==> src/tcc_pkg.sv <==
// Shared types and constants for the trinucleotide context counter.
// Holds the input and result beat structs, opcode codes and the decode struct.
// No dependencies.
package tcc_pkg;

    localparam int NUM_BINS = 96;
    localparam int LANES = 3;
    localparam int NUM_ROWS = 32;
    localparam int ROW_W = 5;

    localparam logic [1:0] OP_SEQ = 2'd0;
    localparam logic [1:0] OP_HDR = 2'd1;
    localparam logic [1:0] OP_READ = 2'd2;

    localparam logic [2:0] BASE_A = 3'd0;
    localparam logic [2:0] BASE_G = 3'd1;
    localparam logic [2:0] BASE_C = 3'd2;
    localparam logic [2:0] BASE_T = 3'd3;
    localparam logic [2:0] NO_BASE = 3'd4;

    localparam logic [4:0] MAX_CHROM_RESET = 5'd24;
    localparam logic [0:0] REG_MAX_CHROM = 1'd0;

    typedef struct packed {
        logic [1:0] opcode;
        logic [7:0] base_char;
        logic [6:0] read_bin;
    } tcc_in_t;

    typedef struct packed {
        logic        context_valid;
        logic [6:0]  context_bin;
        logic [31:0] count_value;
        logic        stopped_flag;
    } tcc_out_t;

    typedef struct packed {
        logic       window_valid;
        logic [6:0] context_bin;
        logic       is_read;
        logic       read_ok;
        logic [1:0] lane;
        logic       stopped;
    } tcc_dec_t;

endpackage

==> src/tcc_front.sv <==
// Decode stage: base encoding, window folding, header counting and stop state.
// Depends on tcc_pkg.
module tcc_front
    import tcc_pkg::*;
(
    input  logic             clk,
    input  logic             rst_n,
    input  tcc_in_t          item,
    input  logic             accept,
    input  logic [4:0]       max_chromosomes,
    output tcc_dec_t         dec,
    output logic [ROW_W-1:0] row
);

    logic [2:0] older_reg, older_next;
    logic [2:0] newer_reg, newer_next;
    logic [4:0] chrom_reg, chrom_next;
    logic       stopped_reg, stopped_next;

    logic [2:0]       third;
    logic [1:0]       f_base;
    logic [1:0]       t_base;
    logic             m_bit;
    logic [ROW_W-1:0] ctx_row;
    logic [6:0]       ctx_bin;
    logic             win_ok;
    logic [12:0]      prod;
    logic [5:0]       quot;
    logic [7:0]       rem_full;

    function automatic logic [2:0] encode_base(input logic [7:0] ch);
        logic [2:0] code;
        case (ch)
            8'h41:   code = BASE_A;
            8'h47:   code = BASE_G;
            8'h43:   code = BASE_C;
            8'h54:   code = BASE_T;
            default: code = NO_BASE;
        endcase
        return code;
    endfunction

    always_comb
    begin
        third = encode_base(item.base_char);
        win_ok = (item.opcode == OP_SEQ) && !stopped_reg
                 && !older_reg[2] && !newer_reg[2] && !third[2];
        if (!newer_reg[1])
        begin
            f_base = ~third[1:0];
            t_base = ~older_reg[1:0];
            m_bit  = newer_reg[0];
        end
        else
        begin
            f_base = older_reg[1:0];
            t_base = third[1:0];
            m_bit  = ~newer_reg[0];
        end
        ctx_row = {f_base, m_bit, t_base};
        ctx_bin = {1'b0, ctx_row, 1'b0} + {2'b00, ctx_row};

        prod = 13'(item.read_bin) * 13'd43;
        quot = prod[12:7];
        rem_full = {1'b0, item.read_bin} - ({2'b00, quot} + {1'b0, quot, 1'b0});

        older_next   = older_reg;
        newer_next   = newer_reg;
        chrom_next   = chrom_reg;
        stopped_next = stopped_reg;
        case (item.opcode)
            OP_SEQ:
            begin
                if (!stopped_reg)
                begin
                    older_next = newer_reg;
                    newer_next = third;
                end
            end
            OP_HDR:
            begin
                if (!stopped_reg)
                begin
                    if (chrom_reg >= max_chromosomes)
                    begin
                        stopped_next = 1'b1;
                    end
                    else
                    begin
                        chrom_next = chrom_reg + 5'd1;
                        older_next = NO_BASE;
                        newer_next = NO_BASE;
                    end
                end
            end
            default:
            begin
            end
        endcase

        dec.window_valid = win_ok;
        dec.context_bin  = win_ok ? ctx_bin : 7'd0;
        dec.is_read      = (item.opcode == OP_READ);
        dec.read_ok      = (item.read_bin < 7'(NUM_BINS));
        dec.lane         = rem_full[1:0];
        dec.stopped      = stopped_next;
        row = (item.opcode == OP_READ) ? quot[ROW_W-1:0] : ctx_row;
    end

    always_ff @(posedge clk or negedge rst_n)
    begin
        if (!rst_n)
        begin
            older_reg   <= NO_BASE;
            newer_reg   <= NO_BASE;
            chrom_reg   <= 5'd0;
            stopped_reg <= 1'b0;
        end
        else if (accept)
        begin
            older_reg   <= older_next;
            newer_reg   <= newer_next;
            chrom_reg   <= chrom_next;
            stopped_reg <= stopped_next;
        end
    end

endmodule

==> src/tcc_count_mem.sv <==
// Histogram storage: 32 rows of three counters, one write and one read port.
// Rows read as zero until first written; a write to the row being read is forwarded.
// Depends on tcc_pkg.
module tcc_count_mem
    import tcc_pkg::*;
#(
    parameter int COUNT_WIDTH = 32
)
(
    input  logic                         clk,
    input  logic                         rst_n,
    input  logic                         we,
    input  logic [ROW_W-1:0]             waddr,
    input  logic [LANES*COUNT_WIDTH-1:0] wdata,
    input  logic                         re,
    input  logic [ROW_W-1:0]             raddr,
    output logic [LANES*COUNT_WIDTH-1:0] rdata
);

    logic [LANES*COUNT_WIDTH-1:0] mem [NUM_ROWS];
    logic [NUM_ROWS-1:0]          row_valid_reg;
    logic [LANES*COUNT_WIDTH-1:0] rdata_reg;

    always_ff @(posedge clk)
    begin
        if (we)
        begin
            mem[waddr] <= wdata;
        end
        if (re)
        begin
            if (we && (waddr == raddr))
            begin
                rdata_reg <= wdata;
            end
            else if (row_valid_reg[raddr])
            begin
                rdata_reg <= mem[raddr];
            end
            else
            begin
                rdata_reg <= '0;
            end
        end
    end

    always_ff @(posedge clk or negedge rst_n)
    begin
        if (!rst_n)
        begin
            row_valid_reg <= '0;
        end
        else if (we)
        begin
            row_valid_reg[waddr] <= 1'b1;
        end
    end

    assign rdata = rdata_reg;

endmodule

==> src/tcc_bump.sv <==
// Update stage: saturating increment of the three counters of a row and bin readout.
// Depends on tcc_pkg.
module tcc_bump
    import tcc_pkg::*;
#(
    parameter int COUNT_WIDTH = 32
)
(
    input  logic [LANES*COUNT_WIDTH-1:0] row_in,
    input  tcc_dec_t                     dec,
    output logic [LANES*COUNT_WIDTH-1:0] row_out,
    output tcc_out_t                     result
);

    logic [COUNT_WIDTH-1:0] lane_val;

    always_comb
    begin
        for (int i = 0; i < LANES; i++)
        begin
            if (row_in[i*COUNT_WIDTH +: COUNT_WIDTH] == {COUNT_WIDTH{1'b1}})
            begin
                row_out[i*COUNT_WIDTH +: COUNT_WIDTH] = row_in[i*COUNT_WIDTH +: COUNT_WIDTH];
            end
            else
            begin
                row_out[i*COUNT_WIDTH +: COUNT_WIDTH] =
                    row_in[i*COUNT_WIDTH +: COUNT_WIDTH] + COUNT_WIDTH'(1);
            end
        end

        case (dec.lane)
            2'd0:    lane_val = row_in[0 +: COUNT_WIDTH];
            2'd1:    lane_val = row_in[COUNT_WIDTH +: COUNT_WIDTH];
            2'd2:    lane_val = row_in[2*COUNT_WIDTH +: COUNT_WIDTH];
            default: lane_val = '0;
        endcase

        result.context_valid = dec.window_valid;
        result.context_bin   = dec.context_bin;
        result.count_value   = (dec.is_read && dec.read_ok) ? 32'(lane_val) : 32'd0;
        result.stopped_flag  = dec.stopped;
    end

endmodule

==> src/trinucleotide_context_counter.sv <==
// Top level of the trinucleotide context counter.
// Instantiates tcc_front, tcc_count_mem and tcc_bump; depends on tcc_pkg.
//
// The block accepts one beat per clock cycle while in_stall is low and returns exactly
// one result beat for each. The result beat is registered in the output stage after
// the decode stage and is offered until taken. Each beat is decoded and its histogram
// row (three adjacent bins) is read in the accept cycle; the next stage applies the
// saturating increment, writes the row back and registers the result. A write to a
// row that the following beat reads is forwarded, so back-to-back updates of one row
// need no wait. The block holds at most two beats, and a stalled output holds off the
// input once both are occupied. The histogram reads as all zero after reset with no
// clearing pass. The chromosome limit is written through the APB port while the block
// idles; the user is bound to this, and the block itself does not enforce it.
module trinucleotide_context_counter
    import tcc_pkg::*;
#(
    parameter int COUNT_WIDTH = 32
)
(
    input  logic        clk,
    input  logic        rst_n,
    input  logic        in_valid,
    output logic        in_stall,
    input  tcc_in_t     in_data,
    output logic        out_valid,
    input  logic        out_stall,
    output tcc_out_t    out_data,
    input  logic        psel,
    input  logic        penable,
    input  logic        pwrite,
    input  logic [1:0]  paddr,
    input  logic [31:0] pwdata,
    output logic [31:0] prdata,
    output logic        pready
);

    logic [4:0]                   max_chrom_reg;
    logic                         s1_valid_reg;
    tcc_dec_t                     s1_dec_reg;
    logic [ROW_W-1:0]             s1_row_reg;
    logic                         out_valid_reg;
    tcc_out_t                     out_data_reg;

    logic                         in_accept;
    logic                         s1_adv;
    tcc_dec_t                     dec;
    logic [ROW_W-1:0]             row;
    logic [LANES*COUNT_WIDTH-1:0] row_rd;
    logic [LANES*COUNT_WIDTH-1:0] row_wr;
    tcc_out_t                     result;
    logic                         cfg_write;

    assign s1_adv    = s1_valid_reg && (!out_valid_reg || !out_stall);
    assign in_stall  = s1_valid_reg && !s1_adv;
    assign in_accept = in_valid && !in_stall;
    assign cfg_write = psel && penable && pwrite;
    assign pready    = 1'b1;
    assign prdata    = (paddr[1:0] == {1'b0, REG_MAX_CHROM}) ? {27'd0, max_chrom_reg}
                                                             : {27'd0, max_chrom_reg};
    assign out_valid = out_valid_reg;
    assign out_data  = out_data_reg;

    tcc_front u_front (
        .clk             (clk),
        .rst_n           (rst_n),
        .item            (in_data),
        .accept          (in_accept),
        .max_chromosomes (max_chrom_reg),
        .dec             (dec),
        .row             (row)
    );

    tcc_count_mem #(
        .COUNT_WIDTH (COUNT_WIDTH)
    ) u_mem (
        .clk   (clk),
        .rst_n (rst_n),
        .we    (s1_adv && s1_dec_reg.window_valid),
        .waddr (s1_row_reg),
        .wdata (row_wr),
        .re    (in_accept),
        .raddr (row),
        .rdata (row_rd)
    );

    tcc_bump #(
        .COUNT_WIDTH (COUNT_WIDTH)
    ) u_bump (
        .row_in  (row_rd),
        .dec     (s1_dec_reg),
        .row_out (row_wr),
        .result  (result)
    );

    always_ff @(posedge clk)
    begin
        if (in_accept)
        begin
            s1_dec_reg <= dec;
            s1_row_reg <= row;
        end
        if (s1_adv)
        begin
            out_data_reg <= result;
        end
    end

    always_ff @(posedge clk or negedge rst_n)
    begin
        if (!rst_n)
        begin
            max_chrom_reg <= MAX_CHROM_RESET;
            s1_valid_reg  <= 1'b0;
            out_valid_reg <= 1'b0;
        end
        else
        begin
            if (cfg_write)
            begin
                max_chrom_reg <= pwdata[4:0];
            end
            if (in_accept)
            begin
                s1_valid_reg <= 1'b1;
            end
            else if (s1_adv)
            begin
                s1_valid_reg <= 1'b0;
            end
            if (s1_adv)
            begin
                out_valid_reg <= 1'b1;
            end
            else if (!out_stall)
            begin
                out_valid_reg <= 1'b0;
            end
        end
    end

endmodule

==> config.mk <==
export PLATFORM = sky130hd
export DESIGN_NAME = trinucleotide_context_counter
export DESIGN_NICKNAME = d
export VERILOG_FILES = /design/src/tcc_pkg.sv /design/src/tcc_front.sv /design/src/tcc_count_mem.sv /design/src/tcc_bump.sv /design/src/trinucleotide_context_counter.sv
export SDC_FILE = /design/constraint.sdc
export NUM_CORES = 2
export LEC_CHECK = 0
export BUFFER_PORTS_ARGS = -buffer_cell sky130_fd_sc_hd__buf_2
export CAP_MARGIN = 10
export CORE_UTILIZATION = 55
export DETAILED_ROUTE_END_ITERATION = 10
export PLACE_DENSITY = 0.71
export REMOVE_ABC_BUFFERS = 1
export SYNTH_ARGS = -nofsm -noshare
export SYNTH_HDL_FRONTEND = slang
export SYNTH_HIERARCHICAL = 1
export SYNTH_SLANG_ARGS = --single-unit
==> constraint.sdc <==
create_clock -name clk -period 7 [get_ports clk]
set_input_delay 0.35 -clock clk [delete_from_list [all_inputs] [get_ports clk]]
set_output_delay 0.35 -clock clk [all_outputs]
set_load 0.02 [all_outputs]
==> results.toml <==
[power_and_ir_drop]
p_leak_uw = 0.05008
p_total_uw = 49510
ir_drop_uv = 289.4
power.density_nw_per_um2 = 335.7

[synth]
synth_xor_area_share_pct = 0.6791
ys_types = 81
synth_compound_area_share_pct = 4.603
synth_top_cell_by_area = "edfxtp_1"
synthArstFlopShare_pct = 1.556
synth_top_family_by_area = "multiplexers"
synthTopCellsByArea = "edfxtp_1, mux4_2, mux2i_1"
synth_area_sq_um = 130300
synthMuxAreaShare_pct = 14.02
seq_area_frac_synth_pct = 75.37
synth_edf_count = 3227
ys_seq_elements = 3278
synth_flop_cell = "edfxtp_1"
yosys.area_share.simple_pct = 3.000
synth_common_cells = "edfxtp_1, mux4_2, mux2i_1"
yosys.area.top_type_share_pct = 74.39
synth_adder_area_share_pct = 0.5110
syn_inst = 6532
post-synth-top-count-cell = "edfxtp_1"
postSynthAreaPerCell_sq_um = 19.94
yosys_warnings = 6

[grt]
grt_max_degree = 102
globalRouteTotalUtil_pct = 29.11
grt_pass1_vias = 67788
antenna_found_initial = 3
grt_pass1_wl_um = 490400
grt_overflow_total = 0

[layout]
fin_nets = 6954
drive_gt1_share_pct = 22.61
largest_reg_flops = 3072
final_cells = 10257
syn_to_final_growth_pct = 13.22

[cts]
clockBufferDepth = 4
cts.sinks = 3278
clock_latency_ps = 1000
cts_hold_buf = 31
cts_setup_buffers = 0
cts_resized = 0
htreeDepth = 5
clk_pin_slew_ps = 60
cts_made_buffers = 342
cts_root_buf = "clkbuf_16"
cts_tree = "built"

[routing]
drcViolationCount = 0
routed_via_density = 6.763
drt_wl_total_um = 346400
drtPass1Iterations = 8
drt_iter0_markers = 9906
wl_per_cell_um = 33.78
num_vias = 69369
ant_nets = 0

[worst_setup_path]
cpPeakStageDelay_ps = 820
startpoint_type = "input port"
crit_arrival_ps = 6500
crit_path_max_fanout = 33
critical-path-top-delay-family = "compound AO/OA/AOI/OAI gates"
worst-path-buf-inv = 6
crit_type = "in -> reg"
crit_required_ps = 7670
critPathCaptureType = "register"
crit_chain = "dlygate4sd3_1 -> buf_2 -> ha_1 -> inv_1 -> fa_1 -> inv_1 -> fa_1 -> ha_1 -> nand4_1 -> o221ai_1 -> a21oi_1 -> xor2_1 -> a21oi_4 -> and2_4 -> a22oi_1 -> a211oi_1 -> a2111o_2 -> buf_4 -> buf_4 -> a22oi_1"
critPathSlowestCell = "a21oi_4"

[floorplan]
ios = 134
die_area_sq_um = 238800
die_h_um = 488.7
fp.dieW_um = 488.7
rows = 178
core_area_sq_um = 235400
start_util_pct = 55.34

[placed_design]
place.gp.congestion = 0.8806
dpl.hpwl_um = 175100
dpl.cell_count = 9579
dp_slack_ps = 805.9
io_buffers = 76

[min_path]
hold_class = "in -> reg"

[job]
cap_violations = 0

[sta]
drv_slew = 0
final_hold_viol_count = 0
fmax_mhz = 171.7
skew_ps = 101.6
fin_crit_sh_pct = 83.22
final-setup-viol-count = 0
finalCriticalPeriod_ps = 5825
tightestPinTransition_ps = 1291
grt_setup_unrepaired = "false"
setup_ws_ps = 1175
maxSlewHeadroom_pct = 12.84

[status]
status = "finished clean"
==> placed cells by master, fill, tap and decap left out, types with 40 or more instances in the layout <==
cell          n
edfxtp_1   3227
mux4_2      582
mux2i_1     498
clkbuf_16   348
a221oi_1    168
nand2_1     151
buf_4       147
nor2_1      126
a22o_1      113
nand2b_1     97
a21oi_1      89
o21ai_1      82
a22oi_1      81
clkinv_2     80
buf_2        76
clkinv_1     75
buf_12       67
or3_1        62
a21o_1       58
a32oi_1      57
clkbuf_1     54
dfrtp_1      47
nand3_1      44
or2_2        44
o21ai_0      42
ha_1         42
xnor2_2      41
o22ai_1      40
==> layer usage <==
layer / wire length [um] / vias to the layer above / track usage, %
met5: 0 / - / 0
met4: 14400 / 0 / 10.87
met3: 40320 / 761 / 5.656
met2: 163900 / 4652 / 45.97
met1: 127800 / 36316 / 40.57
li1: - / 27640 / -
==> area by class of cell <==
| class | instances | area (sq um) |
|---|---|---|
| antenna | 4 | 10.01 |
| clock buffer | 402 | 8911 |
| clock inverter | 198 | 1640 |
| fill | 15739 | 87920 |
| inverter | 37 | 151.4 |
| multi-input combinational | 2824 | 30890 |
| sequential | 3278 | 98180 |
| tap | 3150 | 3941 |
| timing repair buffer | 364 | 3762 |
==> worst min-delay path: cells and delay by family <==
family / cells / cell delay, ps
xor gates and xnor gates: 3 / 380
buffers and inverters: 1 / 150
==> report_power, final <==
| group | total [uW] | internal [uW] | switching (uW) |
|---|---|---|---|
| clock | 17400 | 10000 | 7360 |
| sequential | 23500 | 23100 | 476 |
| combinational | 8570 | 3360 | 5210 |
==> through the flow <==
step | utilization [%] | hold slack (ps) | area (sq um) | TNS [ps]
5_1_grt | 62.65 | 83.28 | 147500 | 0
4_1_cts | 62.35 | 22.63 | 146800 | 0
6_report | 62.65 | 83.59 | 147500 | 0
3_5_place_dp | 57.73 | 405.6 | 135900 | 0
3_3_place_gp | 57.73 | 407.2 | 135900 | 0
2_1_floorplan | - | 54.41 | 128200 | -7813330
==> path summary, 6_finish.rpt <==
| check | start | endpoint | slack [ps] | depth (start not counted) |
|---|---|---|---|---|
| setup / recovery | in_data[5] | u_mem/rdata[15] | 1170 | 20 |
| setup reg to reg | u_front/newer_reg[1] | u_mem/rdata[15] | 2600 | 10 |
| hold reg to reg | s1_dec_reg[6] | out_data[34] | 420 | 0 |
| min in group asynchronous | rst_n | u_front/chrom_reg[4] | 90 | 3 |
| max in group asynchronous | rst_n | u_mem/row_valid_reg[29] | 6370 | 3 |
| hold / removal | in_data[1] | s1_dec_reg[2] | 80 | 4 |
==> cell families (layout without fill, tap and decap cells) <==
kind of cell / Yosys count / in the layout
flip-flops: 3278 / 3278
XOR/XNOR: 101 / 101
other: 2 / 32
AO/OA/AOI/OAI: 811 / 811
buffers and inverters: 456 / 1001
adder cells (fa/ha/maj): 49 / 49
multiplexers: 1096 / 1096
AND/OR/NAND/NOR: 739 / 739
No activity file was read; power rests on OpenSTA's default activity.
